--- src/rtl/bfmc_pkg.sv ---
// Shared types, codes and constants of the buffer frame manager.
`default_nettype none
package bfmc_pkg;
   localparam int NumFramesDef = 16;
   localparam int FileBitsDef  = 8;
   localparam int PageBitsDef  = 20;
   localparam logic [7:0] PinMax = 8'd255;

   typedef enum logic [2:0] {
      KIND_READ    = 3'd0,
      KIND_UNPIN   = 3'd1,
      KIND_ALLOC   = 3'd2,
      KIND_DISPOSE = 3'd3,
      KIND_FLUSH   = 3'd4
   } kind_type;

   typedef enum logic [2:0] {
      ST_OK       = 3'd0,
      ST_EXCEEDED = 3'd1,
      ST_NOTFOUND = 3'd2,
      ST_NOTPIN   = 3'd3,
      ST_PINNED   = 3'd4,
      ST_BADBUF   = 3'd5,
      ST_DUP      = 3'd6
   } status_type;

   typedef enum logic [1:0] {
      ACT_NONE  = 2'd0,
      ACT_WRITE = 2'd1,
      ACT_FETCH = 2'd2
   } action_type;
endpackage
`default_nettype wire

--- src/rtl/buffer_frame_manager_clock.sv ---
// Top level of the buffer frame manager with clock replacement.
`default_nettype none
// A request is taken at a clock edge where start is high and busy is low. Busy then stays
// high until the request's final result (last = 1) has been shown, so requests run one at a
// time. Results are one-cycle strobes on rsp_valid and cannot be stalled: the receiver must
// take each one in the cycle it appears. Frame descriptors live in a memory with registered
// read data, and a valid bit per frame is kept in flip-flops, so each frame visit takes a
// read state and a check state. Every request first scans all frames for its tag and then
// decides in S_DO. A hit, an unpin, a dispose or an unknown kind ends there. A miss then
// steps the clock hand, a read and a check per step, over at most two full passes, and
// closes with a final result from S_FIN, or with ST_EXCEEDED when no victim is found. A
// flush visits every frame once, unless it stops at a pinned page of its file.
module buffer_frame_manager_clock
   import bfmc_pkg::*;
#(
   parameter int NUM_FRAMES = NumFramesDef,
   parameter int FILE_BITS  = FileBitsDef,
   parameter int PAGE_BITS  = PageBitsDef
) (
   input  wire logic        clock,
   input  wire logic        reset,
   input  wire logic        start,
   output logic             busy,
   input  wire logic [2:0]  req_kind,
   input  wire logic [7:0]  req_file_id,
   input  wire logic [19:0] req_page_number,
   input  wire logic        req_mark_dirty,
   output logic             rsp_valid,
   output logic [2:0]       rsp_status,
   output logic [1:0]       rsp_action,
   output logic [3:0]       rsp_frame,
   output logic [7:0]       rsp_io_file,
   output logic [19:0]      rsp_io_page,
   output logic             rsp_last
);
   localparam int AW = $clog2(NUM_FRAMES);
   localparam int CW = $clog2(NUM_FRAMES + 1);
   localparam int SW = $clog2(2 * NUM_FRAMES);
   // Descriptor word: dirty, referenced, pins, file tag, page tag.
   localparam int DW = 2 + 8 + FILE_BITS + PAGE_BITS;
   localparam logic [AW-1:0] LastIdx = AW'(NUM_FRAMES - 1);

   typedef enum logic [8:0] {
      S_IDLE   = 9'b000000001,
      S_SRD    = 9'b000000010,
      S_SCHK   = 9'b000000100,
      S_DO     = 9'b000001000,
      S_WRD    = 9'b000010000,
      S_WCHK   = 9'b000100000,
      S_FRD    = 9'b001000000,
      S_FCHK   = 9'b010000000,
      S_FIN    = 9'b100000000
   } state_type;

   state_type state_ff, state_in;
   logic [NUM_FRAMES-1:0] valid_ff, valid_in;
   logic [AW-1:0] hand_ff, hand_in, idx_ff, idx_in;
   logic [SW-1:0] step_ff, step_in;
   logic [CW-1:0] pinned_ff, pinned_in;
   logic hit_ff, hit_in;
   logic [AW-1:0] hit_idx_ff, hit_idx_in;
   logic [2:0] kind_ff, kind_in;
   logic [FILE_BITS-1:0] file_ff, file_in;
   logic [PAGE_BITS-1:0] page_ff, page_in;
   logic md_ff, md_in;
   logic [DW-1:0] hit_desc_ff, hit_desc_in;

   logic rv_ff, rv_in, rl_ff, rl_in;
   logic [2:0] rs_ff, rs_in;
   logic [1:0] ra_ff, ra_in;
   logic [3:0] rf_ff, rf_in;
   logic [7:0] rif_ff, rif_in;
   logic [19:0] rip_ff, rip_in;

   logic [AW-1:0] rd_addr, wr_addr;
   logic [DW-1:0] rd_data, wr_data;
   logic wr_en;

   bfmc_desc_mem #(.NUM_FRAMES(NUM_FRAMES), .WIDTH(DW)) u_mem (
      .clock(clock), .rd_addr(rd_addr), .rd_data(rd_data),
      .wr_en(wr_en), .wr_addr(wr_addr), .wr_data(wr_data)
   );

   logic d_dirty, d_ref;
   logic [7:0] d_pins;
   logic [FILE_BITS-1:0] d_file;
   logic [PAGE_BITS-1:0] d_page;
   assign {d_dirty, d_ref, d_pins, d_file, d_page} = rd_data;

   logic h_dirty, h_ref;
   logic [7:0] h_pins;
   logic [FILE_BITS-1:0] h_file;
   logic [PAGE_BITS-1:0] h_page;
   assign {h_dirty, h_ref, h_pins, h_file, h_page} = hit_desc_ff;

   logic [AW-1:0] hand_next;
   assign hand_next = (hand_ff == LastIdx) ? '0 : hand_ff + 1'b1;

   function automatic logic [3:0] fr4(input logic [AW-1:0] i);
      return 4'(i);
   endfunction

   always_comb begin
      state_in = state_ff; valid_in = valid_ff; hand_in = hand_ff; idx_in = idx_ff;
      step_in = step_ff; pinned_in = pinned_ff; hit_in = hit_ff;
      hit_idx_in = hit_idx_ff; kind_in = kind_ff; file_in = file_ff; page_in = page_ff;
      md_in = md_ff; hit_desc_in = hit_desc_ff;
      rv_in = 1'b0; rl_in = 1'b1; rs_in = ST_OK; ra_in = ACT_NONE; rf_in = '0;
      rif_in = '0; rip_in = '0;
      rd_addr = idx_ff; wr_en = 1'b0; wr_addr = idx_ff; wr_data = rd_data;
      case (state_ff)
         S_IDLE: begin
            if (start && !busy) begin
               kind_in = req_kind; file_in = FILE_BITS'(req_file_id);
               page_in = PAGE_BITS'(req_page_number);
               md_in = req_mark_dirty; hit_in = 1'b0; idx_in = '0;
               state_in = S_SRD;
            end
         end
         S_SRD: begin
            rd_addr = idx_ff; state_in = S_SCHK;
         end
         S_SCHK: begin
            // Lowest matching index wins.
            if (!hit_ff && valid_ff[idx_ff] && d_file == file_ff && d_page == page_ff) begin
               hit_in = 1'b1; hit_idx_in = idx_ff; hit_desc_in = rd_data;
            end
            if (idx_ff == LastIdx) begin
               state_in = S_DO;
            end else begin
               idx_in = idx_ff + 1'b1; state_in = S_SRD;
            end
         end
         S_DO: begin
            state_in = S_IDLE; rv_in = 1'b1; wr_addr = hit_idx_ff;
            case (kind_ff)
               KIND_READ, KIND_ALLOC: begin
                  if (hit_ff) begin
                     if (kind_ff == KIND_READ) begin
                        wr_en = 1'b1;
                        wr_data = {h_dirty, 1'b1, (h_pins < PinMax) ? h_pins + 8'd1 : h_pins,
                                   h_file, h_page};
                        rf_in = fr4(hit_idx_ff);
                     end else begin
                        rs_in = ST_DUP; rf_in = fr4(hit_idx_ff);
                     end
                  end else begin
                     rv_in = 1'b0; step_in = '0; pinned_in = '0;
                     hand_in = hand_next; state_in = S_WRD;
                  end
               end
               KIND_UNPIN: begin
                  if (!hit_ff) rs_in = ST_NOTFOUND;
                  else if (h_pins == 8'd0) begin
                     rs_in = ST_NOTPIN; rf_in = fr4(hit_idx_ff);
                  end else begin
                     wr_en = 1'b1;
                     wr_data = {h_dirty | md_ff, h_ref, h_pins - 8'd1, h_file, h_page};
                     rf_in = fr4(hit_idx_ff);
                  end
               end
               KIND_DISPOSE: begin
                  if (hit_ff) begin
                     valid_in[hit_idx_ff] = 1'b0; rf_in = fr4(hit_idx_ff);
                  end
               end
               KIND_FLUSH: begin
                  rv_in = 1'b0; idx_in = '0; state_in = S_FRD;
               end
               default: ;
            endcase
         end
         S_WRD: begin
            rd_addr = hand_ff; state_in = S_WCHK;
         end
         S_WCHK: begin
            wr_addr = hand_ff;
            if (!valid_ff[hand_ff] || (!d_ref && d_pins == 8'd0)) begin
               // Victim: a dirty page goes out now, the final result follows next cycle.
               if (valid_ff[hand_ff] && d_dirty) begin
                  rv_in = 1'b1; rl_in = 1'b0; ra_in = ACT_WRITE; rf_in = fr4(hand_ff);
                  rif_in = 8'(d_file); rip_in = 20'(d_page);
               end
               wr_en = 1'b1; wr_data = {1'b0, 1'b1, 8'd1, file_ff, page_ff};
               valid_in[hand_ff] = 1'b1;
               state_in = S_FIN;
            end else begin
               logic [CW-1:0] pc;
               pc = pinned_ff;
               if (step_ff == SW'(NUM_FRAMES)) pc = '0;
               if (d_pins != 8'd0) pc = pc + 1'b1;
               if (d_ref) begin
                  wr_en = 1'b1; wr_data = {d_dirty, 1'b0, d_pins, d_file, d_page};
               end
               pinned_in = pc;
               if (pc == CW'(NUM_FRAMES) || step_ff == SW'(2 * NUM_FRAMES - 1)) begin
                  rv_in = 1'b1; rs_in = ST_EXCEEDED; state_in = S_IDLE;
               end else begin
                  step_in = step_ff + 1'b1; hand_in = hand_next; state_in = S_WRD;
               end
            end
         end
         S_FRD: begin
            rd_addr = idx_ff; state_in = S_FCHK;
         end
         S_FCHK: begin
            state_in = S_FRD;
            if (valid_ff[idx_ff] && d_file == file_ff) begin
               if (d_pins != 8'd0) begin
                  rv_in = 1'b1; rs_in = ST_PINNED; rf_in = fr4(idx_ff); state_in = S_IDLE;
               end else begin
                  if (d_dirty) begin
                     rv_in = 1'b1; rl_in = 1'b0; ra_in = ACT_WRITE; rf_in = fr4(idx_ff);
                     rif_in = 8'(d_file); rip_in = 20'(d_page);
                  end
                  valid_in[idx_ff] = 1'b0;
               end
            end
            if (state_in == S_FRD) begin
               if (idx_ff == LastIdx) state_in = S_FIN;
               else idx_in = idx_ff + 1'b1;
            end
         end
         S_FIN: begin
            // Closing result of a miss or a flush; the hand still points at the new frame.
            rv_in = 1'b1; state_in = S_IDLE;
            if (kind_ff == KIND_READ) begin
               ra_in = ACT_FETCH; rf_in = fr4(hand_ff);
               rif_in = 8'(file_ff); rip_in = 20'(page_ff);
            end else if (kind_ff == KIND_ALLOC) begin
               rf_in = fr4(hand_ff);
            end
         end
         default: state_in = S_IDLE;
      endcase
   end

   always_ff @(posedge clock) begin
      if (reset) begin
         state_ff <= S_IDLE; valid_ff <= '0; hand_ff <= LastIdx; rv_ff <= 1'b0;
      end else begin
         state_ff <= state_in; valid_ff <= valid_in; hand_ff <= hand_in; rv_ff <= rv_in;
      end
      idx_ff <= idx_in; step_ff <= step_in; pinned_ff <= pinned_in; hit_ff <= hit_in;
      hit_idx_ff <= hit_idx_in; kind_ff <= kind_in; file_ff <= file_in;
      page_ff <= page_in; md_ff <= md_in; hit_desc_ff <= hit_desc_in;
      rl_ff <= rl_in; rs_ff <= rs_in; ra_ff <= ra_in; rf_ff <= rf_in;
      rif_ff <= rif_in; rip_ff <= rip_in;
   end

   assign rsp_valid = rv_ff;
   assign rsp_status = rs_ff;
   assign rsp_action = ra_ff;
   assign rsp_frame = rf_ff;
   assign rsp_io_file = rif_ff;
   assign rsp_io_page = rip_ff;
   assign rsp_last = rl_ff;

   assign busy = (state_ff != S_IDLE) || rv_ff;

   a_idle_busy: assert property (@(posedge clock) disable iff (reset)
      (state_ff != S_IDLE) |-> busy) else $error("busy low while working");
   a_more_follows: assert property (@(posedge clock) disable iff (reset)
      (rsp_valid && !rsp_last) |=> busy) else $error("request ended without a final result");
   a_last_alone: assert property (@(posedge clock) disable iff (reset)
      (rsp_valid && rsp_last) |=> !rsp_valid) else $error("result after the final one");
   a_accept_scan: assert property (@(posedge clock) disable iff (reset)
      (start && !busy) |=> (state_ff == S_SRD)) else $error("request not taken");
endmodule
`default_nettype wire

--- src/rtl/bfmc_desc_mem.sv ---
// Frame descriptor memory: one read port and one write port, registered read data.
`default_nettype none
module bfmc_desc_mem
   import bfmc_pkg::*;
#(
   parameter int NUM_FRAMES = NumFramesDef,
   parameter int WIDTH      = 40,
   localparam int AW = $clog2(NUM_FRAMES)
) (
   input  wire logic             clock,
   input  wire logic [AW-1:0]    rd_addr,
   output logic      [WIDTH-1:0] rd_data,
   input  wire logic             wr_en,
   input  wire logic [AW-1:0]    wr_addr,
   input  wire logic [WIDTH-1:0] wr_data
);
   logic [WIDTH-1:0] mem [NUM_FRAMES];

   always_ff @(posedge clock) begin
      if (wr_en) mem[wr_addr] <= wr_data;
      rd_data <= mem[rd_addr];
   end
endmodule
`default_nettype wire

--- config.mk ---
export PLATFORM = sky130hd
export DESIGN_NAME = buffer_frame_manager_clock
export DESIGN_NICKNAME = d
export VERILOG_FILES = /design/src/rtl/bfmc_pkg.sv /design/src/rtl/buffer_frame_manager_clock.sv /design/src/rtl/bfmc_desc_mem.sv
export SDC_FILE = /design/constraint.sdc
export NUM_CORES = 1
export LEC_CHECK = 0
export ABC_AREA = 1
export BUFFER_PORTS_ARGS = -buffer_cell sky130_fd_sc_hd__buf_2
export CORE_MARGIN = 2
export CORE_UTILIZATION = 50
export CTS_BUF_LIST = sky130_fd_sc_hd__clkbuf_8
export CTS_CLUSTER_DIAMETER = 120
export DETAILED_ROUTE_END_ITERATION = 10
export GPL_TIMING_DRIVEN = 1
export MAX_ROUTING_LAYER = met4
export PLACE_DENSITY = 0.66
export SYNTH_ARGS = -nofsm -noshare
export SYNTH_HDL_FRONTEND = slang
export SYNTH_SLANG_ARGS = --single-unit
--- constraint.sdc ---
create_clock -name clock -period 8 [get_ports clock]
set_input_delay 0.8 -clock clock [delete_from_list [all_inputs] [get_ports clock]]
set_output_delay 0.8 -clock clock [all_outputs]
set_load 0.02 [all_outputs]
**Yosys cells after proc, flatten, opt, wreduce, memory -nomap -nowiden**

Memory sizes are Yosys's and may differ from the RTL's. A register that Yosys moved wholly into a read port is not among the register bits.
Cells that the tools add are included.

- Add/subtract/negate cells: 6
- Multipliers: 0
- Divide/modulo/power cells: 0
- $lt $le $gt $ge: 7
- Eq/ne operators: 35
- Shifts and indexed selects: 0
- Multiplexer cells: 131
- Bitwise operators: 6
- Reduce and logical (&&, ||, !) cells: 34

Operator list:

| operator | count |
|---|---|
| $mux W38 | 5 |
| $pmux W38 S2 | 2 |
| $mux W20 | 6 |
| $mux W16 | 5 |
| $mux W4 | 20 |
| $pmux W9 S8 | 1 |
| $mux W5 | 13 |
| $pmux W20 S3 | 1 |
| $mux W8 | 7 |
| $pmux W16 S3 | 1 |
| $mux W9 | 5 |
| $mux W1 | 34 |
| $and A16 B16 Y16 | 2 |
| $not A16 Y16 | 2 |
| $pmux W4 S4 | 2 |
| $pmux W8 S3 | 1 |
| $ne A2 B2 Y1 const B | 11 |
| $eq A20 B20 Y1 | 1 |
| $pmux W5 S2 | 2 |
| $eq A9 B7 Y1 const B | 2 |
| $logic_not A8 Y1 | 2 |
| $or A16 B16 Y16 | 1 |
| $pmux W4 S2 | 2 |
| $eq A5 B5 Y1 const B | 3 |
| 49 further kinds | 88 |

- Bits in registers: 157
- Latch bits: 0
- RAM bits: 608
- Memory bits (read-only): 0
- Input bits: 35
- Output and inout bits: 40
- Logic and storage cells: 240
- Memories kept: 1

Memories:

| memory | words | bits a word | rd ports | clocked after Yosys merged registers in | wr ports | RTL line | source |
|---|---|---|---|---|---|---|---|
| u_mem.mem | 16 | 38 | 1 | 1 | 1 | bfmc_desc_mem.sv:17 | `logic [WIDTH-1:0] mem [NUM_FRAMES];` |

**Depth between registers and ports, before layout**

- Word-level depth: 15
- Gate-level depth with buffers: 21
- Mapped depth without buffers: 21

**Modules after synthesis**

Synthesis repeated with hierarchy kept, for this count alone.

- Cell total of the unflattened synthesis: 3600
- Area, all modules: 35454.0 sq um

Modules (own cells, without submodules):

| module | times used | cells an instance | area each (sq um) | seq. area each (sq um) |
|---|---|---|---|---|
| bfmc_desc_mem | 1 | 2512 | 26927.1 | 19018.2 |
| buffer_frame_manager_clock | 1 | 1088 | 8526.9 | 4033.9 |

**Least setup slack after synthesis**

No wires, ideal clock.

- Kind: register to register
- From: register hit_desc_ff[28]
- To: memory u_mem.mem[8][0] in the netlist's numbering, enable pin
- Setup time: 0.481 ns
- Arrival: 4.243 ns
- Required time: 7.519 ns
- Setup slack: 3.277 ns
- Cell stages (with the launch flop): 12
- Path buffers: 0
- Clock period less this slack: 4.723 ns
- Path through: edfxtp_1 -> inv_1 -> ha_1 -> nand3_1 -> nor2_1 -> nor3_4 -> inv_2 -> nand2_2 -> nand2_1 -> o211ai_1 -> nand2_1 -> nor3_1

- Cells in the longest elaborated chain, start to end: 7

Ends and longest elaborated chain:

| element | RTL line | source |
|---|---|---|
| start, declared | buffer_frame_manager_clock.sv:66 | `logic [DW-1:0] hit_desc_ff, hit_desc_in;` |
| start signal, assigned | buffer_frame_manager_clock.sv:246 | `page_ff <= page_in; md_ff <= md_in; hit_desc_ff <= hit_desc_in;` |
| $logic_not A8 Y1 | buffer_frame_manager_clock.sv:154 | `else if (h_pins == 8'd0) begin` |
| $mux W1 | buffer_frame_manager_clock.sv:154 |  |
| $mux W1 | buffer_frame_manager_clock.sv:153 | `if (!hit_ff) rs_in = ST_NOTFOUND;` |
| $pmux W1 S2 | buffer_frame_manager_clock.sv:136 | `case (kind_ff)` |
| $pmux W1 S2 | buffer_frame_manager_clock.sv:111 | `case (state_ff)` |
| $mux W1 | bfmc_desc_mem.sv:20 | `if (wr_en) mem[wr_addr] <= wr_data;` |
| $mux W1 (implied by the code) | bfmc_desc_mem.sv:20 |  |
| end, declared | bfmc_desc_mem.sv:17 |  |

No other way between the ends.

**Worst setup path in the final report**

- From: register state_ff[4]
- To: memory u_mem.mem[10][35] in the netlist's numbering, enable pin

- Cells in the longest elaborated chain, start to end: 4
- Elaborated cells on any way between the ends: 6
- Those cells by class: 2 x eq/ne; 4 x mux

Ends and longest elaborated chain:

| element | RTL line | source |
|---|---|---|
| start, declared | buffer_frame_manager_clock.sv:55 | `state_type state_ff, state_in;` |
| start signal, assigned | buffer_frame_manager_clock.sv:242 | `state_ff <= state_in; valid_ff <= valid_in; hand_ff <= hand_in; rv_ff <= rv_in;` |
| $eq A9 B6 Y1 or $eq A9 B4 Y1 (tied branches) | buffer_frame_manager_clock.sv:111 |  |
| $pmux W1 S2 | buffer_frame_manager_clock.sv:111 |  |
| $mux W1 | bfmc_desc_mem.sv:20 |  |
| $mux W1 (implied by the code) | bfmc_desc_mem.sv:20 |  |

Parallel ways exist; a longest one is shown, timed or not.

==> summary.md <==
| Metric | Value |
|---|---|
| Met2 Use GR | 0.380 |
| Met1 usage | 0.377 |
| Post-CTS Setup Inserts | 0 |
| Buf+Inv Stages, Crit Path | 3 |
| VDD IR-drop max | 245 uV |
| Max-slew violations | 0 |
| Worst skew pair latency | 0.80 ns |
| Critical path's slowest cell | inv_2 |
| Final setup viols | 0 |
| Final TNS setup | 0 ns |
| Crit path DAT | 5.20 ns |
| Clock tree from TritonCTS | yes |
| Die ar. | 69,500 um^2 |
| Final Net Count | 3,043 |
| HPWL after DPL | 54,200 um |
| Relative slew slack | 0.117 |
| CTS buffer count | 132 |
| Worst-margin pin slew | 1.32 ns |
| Req. time, crit path | 8.42 ns |
| Area leader, netlist | edfxtp_1 |
| Worst hold margin | 0.176 ns |
| Critical Path Most Common Cell | nand2_1 |
| Netlist cell types | 53 |
| Post_cts resized | 0 |
| Worst path cell trace | nor2_1 -> nand2_1 -> inv_1 -> nand4_1 -> inv_2 -> nand2_1 -> o211ai_1 -> nand3_1 -> nor2_4 -> buf_4 |
| Synth top area share | 0.621 |
| Max frequency | 209 MHz |
| Antenna violations before repair | 7 |
| MaxCap Viol Count | 0 |
| Drt drc | 0 |
| CP peak stage delay | 0.90 ns |
| Yosys warns | 0 |
| CTS H-tree depth | 4 |
| Minimum clock period | 4.78 ns |
| Vias in the first global route | 22,300 |
| Root Buffer | clkbuf_8 |
| Net count after synthesis | 2,946 |
| Hold Fails Final Rpt | 0 |
| Fin crit share | 0.598 |
| Ports | 75 |
| Clk slew on worst S/H paths | 0.06 ns |
| First-pass GRT wire length | 135,000 um |
| Syn_area_per_cell | 11.6 um^2 |
| P_leak | 13.6 nW |
| Status | finished clean |
| Top delay family on crit path | simple AND/OR/NAND/NOR gates |
| Sequential-to-total area share from yosys stat | 0.684 |
| Met3 Use GR | 0.0508 |
| Crit path kind | flop to flop |
| DRT Wirelength | 88,300 um |
| Placed Area | 35,000 um^2 |
| Crit-path max FO | 46 |
| Hold_buf cts | 0 |
| Global Route Usage Sum | 0.262 |
| WL/cell | 22.3 um |
| Crit path capture type | flop |
| Grt peak-use layer | met2 |
| Initial core utilization | 0.504 |
| Yosys reg bits | 803 |
| Post-Syn Instances | 2,897 |
| Largest cells by area after synthesis | edfxtp_1 62%, dfxtp_1 6.3%, o211ai_1 5.0%, nand3_1 4.7%, nand2_1 4.2% |
| RSZ-0062 raised after global routing | no |
| Reg2Reg Setup Slack | 3.22 ns |
| Initial DRT Pass Iterations | 5 |
| Worst min path class | input port to flop |
| CTS Buffer Depth | 3 |
| Filler Cells Inserted | 5,577 |
| PnR worst setup slack | 3.22 ns |
| Post-layout util | 0.560 |
| Core ar. | 66,900 um^2 |
| Clock sinks | 803 |
| Initial DRC Count | 2,929 |
| Area growth, synth to finish | 11.1% |
| Place WS | 3.33 ns |
| PwrDens | 326 nW/um^2 |
| Routed Antenna Nets | 0 |
| Pin count of the biggest net entering global routing | 191 |
| DR vias | 23,100 |
| PortBufs | 74 |
| Grt ovf | 0 |
| Via density | 5.82 |
| Die X | 264 um |
| Clk_skew | 0.0352 ns |
| CP Launch Type | flop |
| Netlist Area Pre-Place | 33,700 um^2 |
| Fin area | 37,500 um^2 |
| Num rows | 95 |
| Layout cells sized above 1 | 0.155 |
| Die height | 264 um |
| GPL Wtd Cong | 0.894 |
==> routing by layer <==
layer / routed length, um / vias up
li1: - / 10600
met1: 39400 / 11300
met2: 39300 / 1066
met3: 7890 / 126
met4: 1770 / 0
met5: 0 / -
==> kinds of logic (layout without fill, tap and decap cells) <==
logic type	after synthesis	count (layout)	share of synthesized area
compound gates	601	601	0.111
other cells	0	1	0
buf+inv	412	607	0.0511
fa+ha+maj	14	14	0.00520
flops	803	803	0.684
xor+xnor	19	19	0.00494
simple gates	1048	1048	0.144
==> power by group <==
part           internal, mW  switching [mW]  leakage, nW
registers              5.24           0.202         7.14
logic                 0.873            2.51         5.03
clock network          1.74            1.63         1.45
==> stage by stage <==
step                instances  power (mW)
floorplan                2897        7.55
global placement         3733        8.79
detailed placement       3733        8.84
CTS                      3965        12.2
global route             3966        12.7
finish                   3966        12.2
==> state kept, by name, summed over array words and instances (netlist names), 5 cells and up <==
signal         flops
u_mem.rd_data     38
rsp_io_file        8
step_ff            5
u_mem.mem        608
page_ff           20
state_ff           9
rsp_io_page       20
hit_desc_ff       38
file_ff            8
pinned_ff          5
valid_ff          16
==> final timing paths <==
kind | start | to | depth (start not counted)
max | state_ff[4] | u_mem.mem[10][35] | 10
min | req_page_number[9] | page_ff[9] | 1
max reg2reg | state_ff[4] | u_mem.mem[10][35] | 10
min reg2reg | u_mem.rd_data[29] | hit_desc_ff[29] | 0
==> placed cells by master, fill, tap and decap left out, types with 3 or more instances in the layout <==
| master | count |
|---|---|
| xnor2_1 | 10 |
| dfxtp_1 | 106 |
| o21ai_0 | 155 |
| o21bai_1 | 40 |
| nand2_2 | 4 |
| nand3_1 | 320 |
| o211ai_1 | 223 |
| bufinv_16 | 4 |
| nor2_2 | 4 |
| nor2_4 | 19 |
| nand4_1 | 25 |
| clkinv_2 | 5 |
| o21ai_1 | 106 |
| o21ai_4 | 5 |
| clkbuf_8 | 138 |
| a21oi_1 | 43 |
| inv_1 | 290 |
| nor3_1 | 16 |
| ha_1 | 14 |
| buf_2 | 74 |
| clkinv_1 | 13 |
| buf_4 | 49 |
| clkinvlp_4 | 6 |
| or2_2 | 137 |
| edfxtp_1 | 697 |
| o2111ai_1 | 5 |
| nor2_1 | 135 |
| nand2_1 | 376 |
| o22ai_1 | 8 |
| inv_6 | 3 |
| inv_8 | 4 |
| xor2_1 | 9 |
| inv_2 | 15 |
==> final cells by class <==
cell class | instances | area, um^2 | area share
Antenna cell | 1 | 2.50 | 0.0000668
Clock buffer | 138 | 1900 | 0.0507
Clock inverter | 94 | 562 | 0.0150
Inverter | 250 | 941 | 0.0251
Multi-Input combinational cell | 1682 | 9130 | 0.244
Sequential cell | 803 | 23100 | 0.615
Tap cell | 873 | 1090 | 0.0292
Timing Repair Buffer | 125 | 778 | 0.0208
==> synthesized netlist by cell type (all sizes together) <==
| cell | n |
|---|---|
| nand3 | 321 |
| and2 | 1 |
| nor2 | 158 |
| xnor2 | 10 |
| a221oi | 1 |
| nor4 | 2 |
| nand3b | 2 |
| nor3 | 20 |
| a21oi | 43 |
| a21o | 1 |
| o211ai | 223 |
| o41ai | 1 |
| o32ai | 1 |
| a31oi | 2 |
| ha | 14 |
| o22ai | 9 |
| o311ai | 1 |
| buf | 79 |
| nand2 | 380 |
| clkbuf | 83 |
| o21ai | 267 |
| o31ai | 1 |
| o2bb2ai | 1 |
| xor2 | 9 |
| and3 | 1 |
| inv | 249 |
| edfxtp | 697 |
| clkinv | 1 |
| dfxtp | 106 |
| a32oi | 1 |
| or2 | 137 |
| o21bai | 40 |
| nor3b | 1 |
| o221ai | 1 |
| a211oi | 2 |
| nand4 | 25 |
| a22oi | 1 |
| o2111ai | 5 |
(Power assumes the default switching activity.)
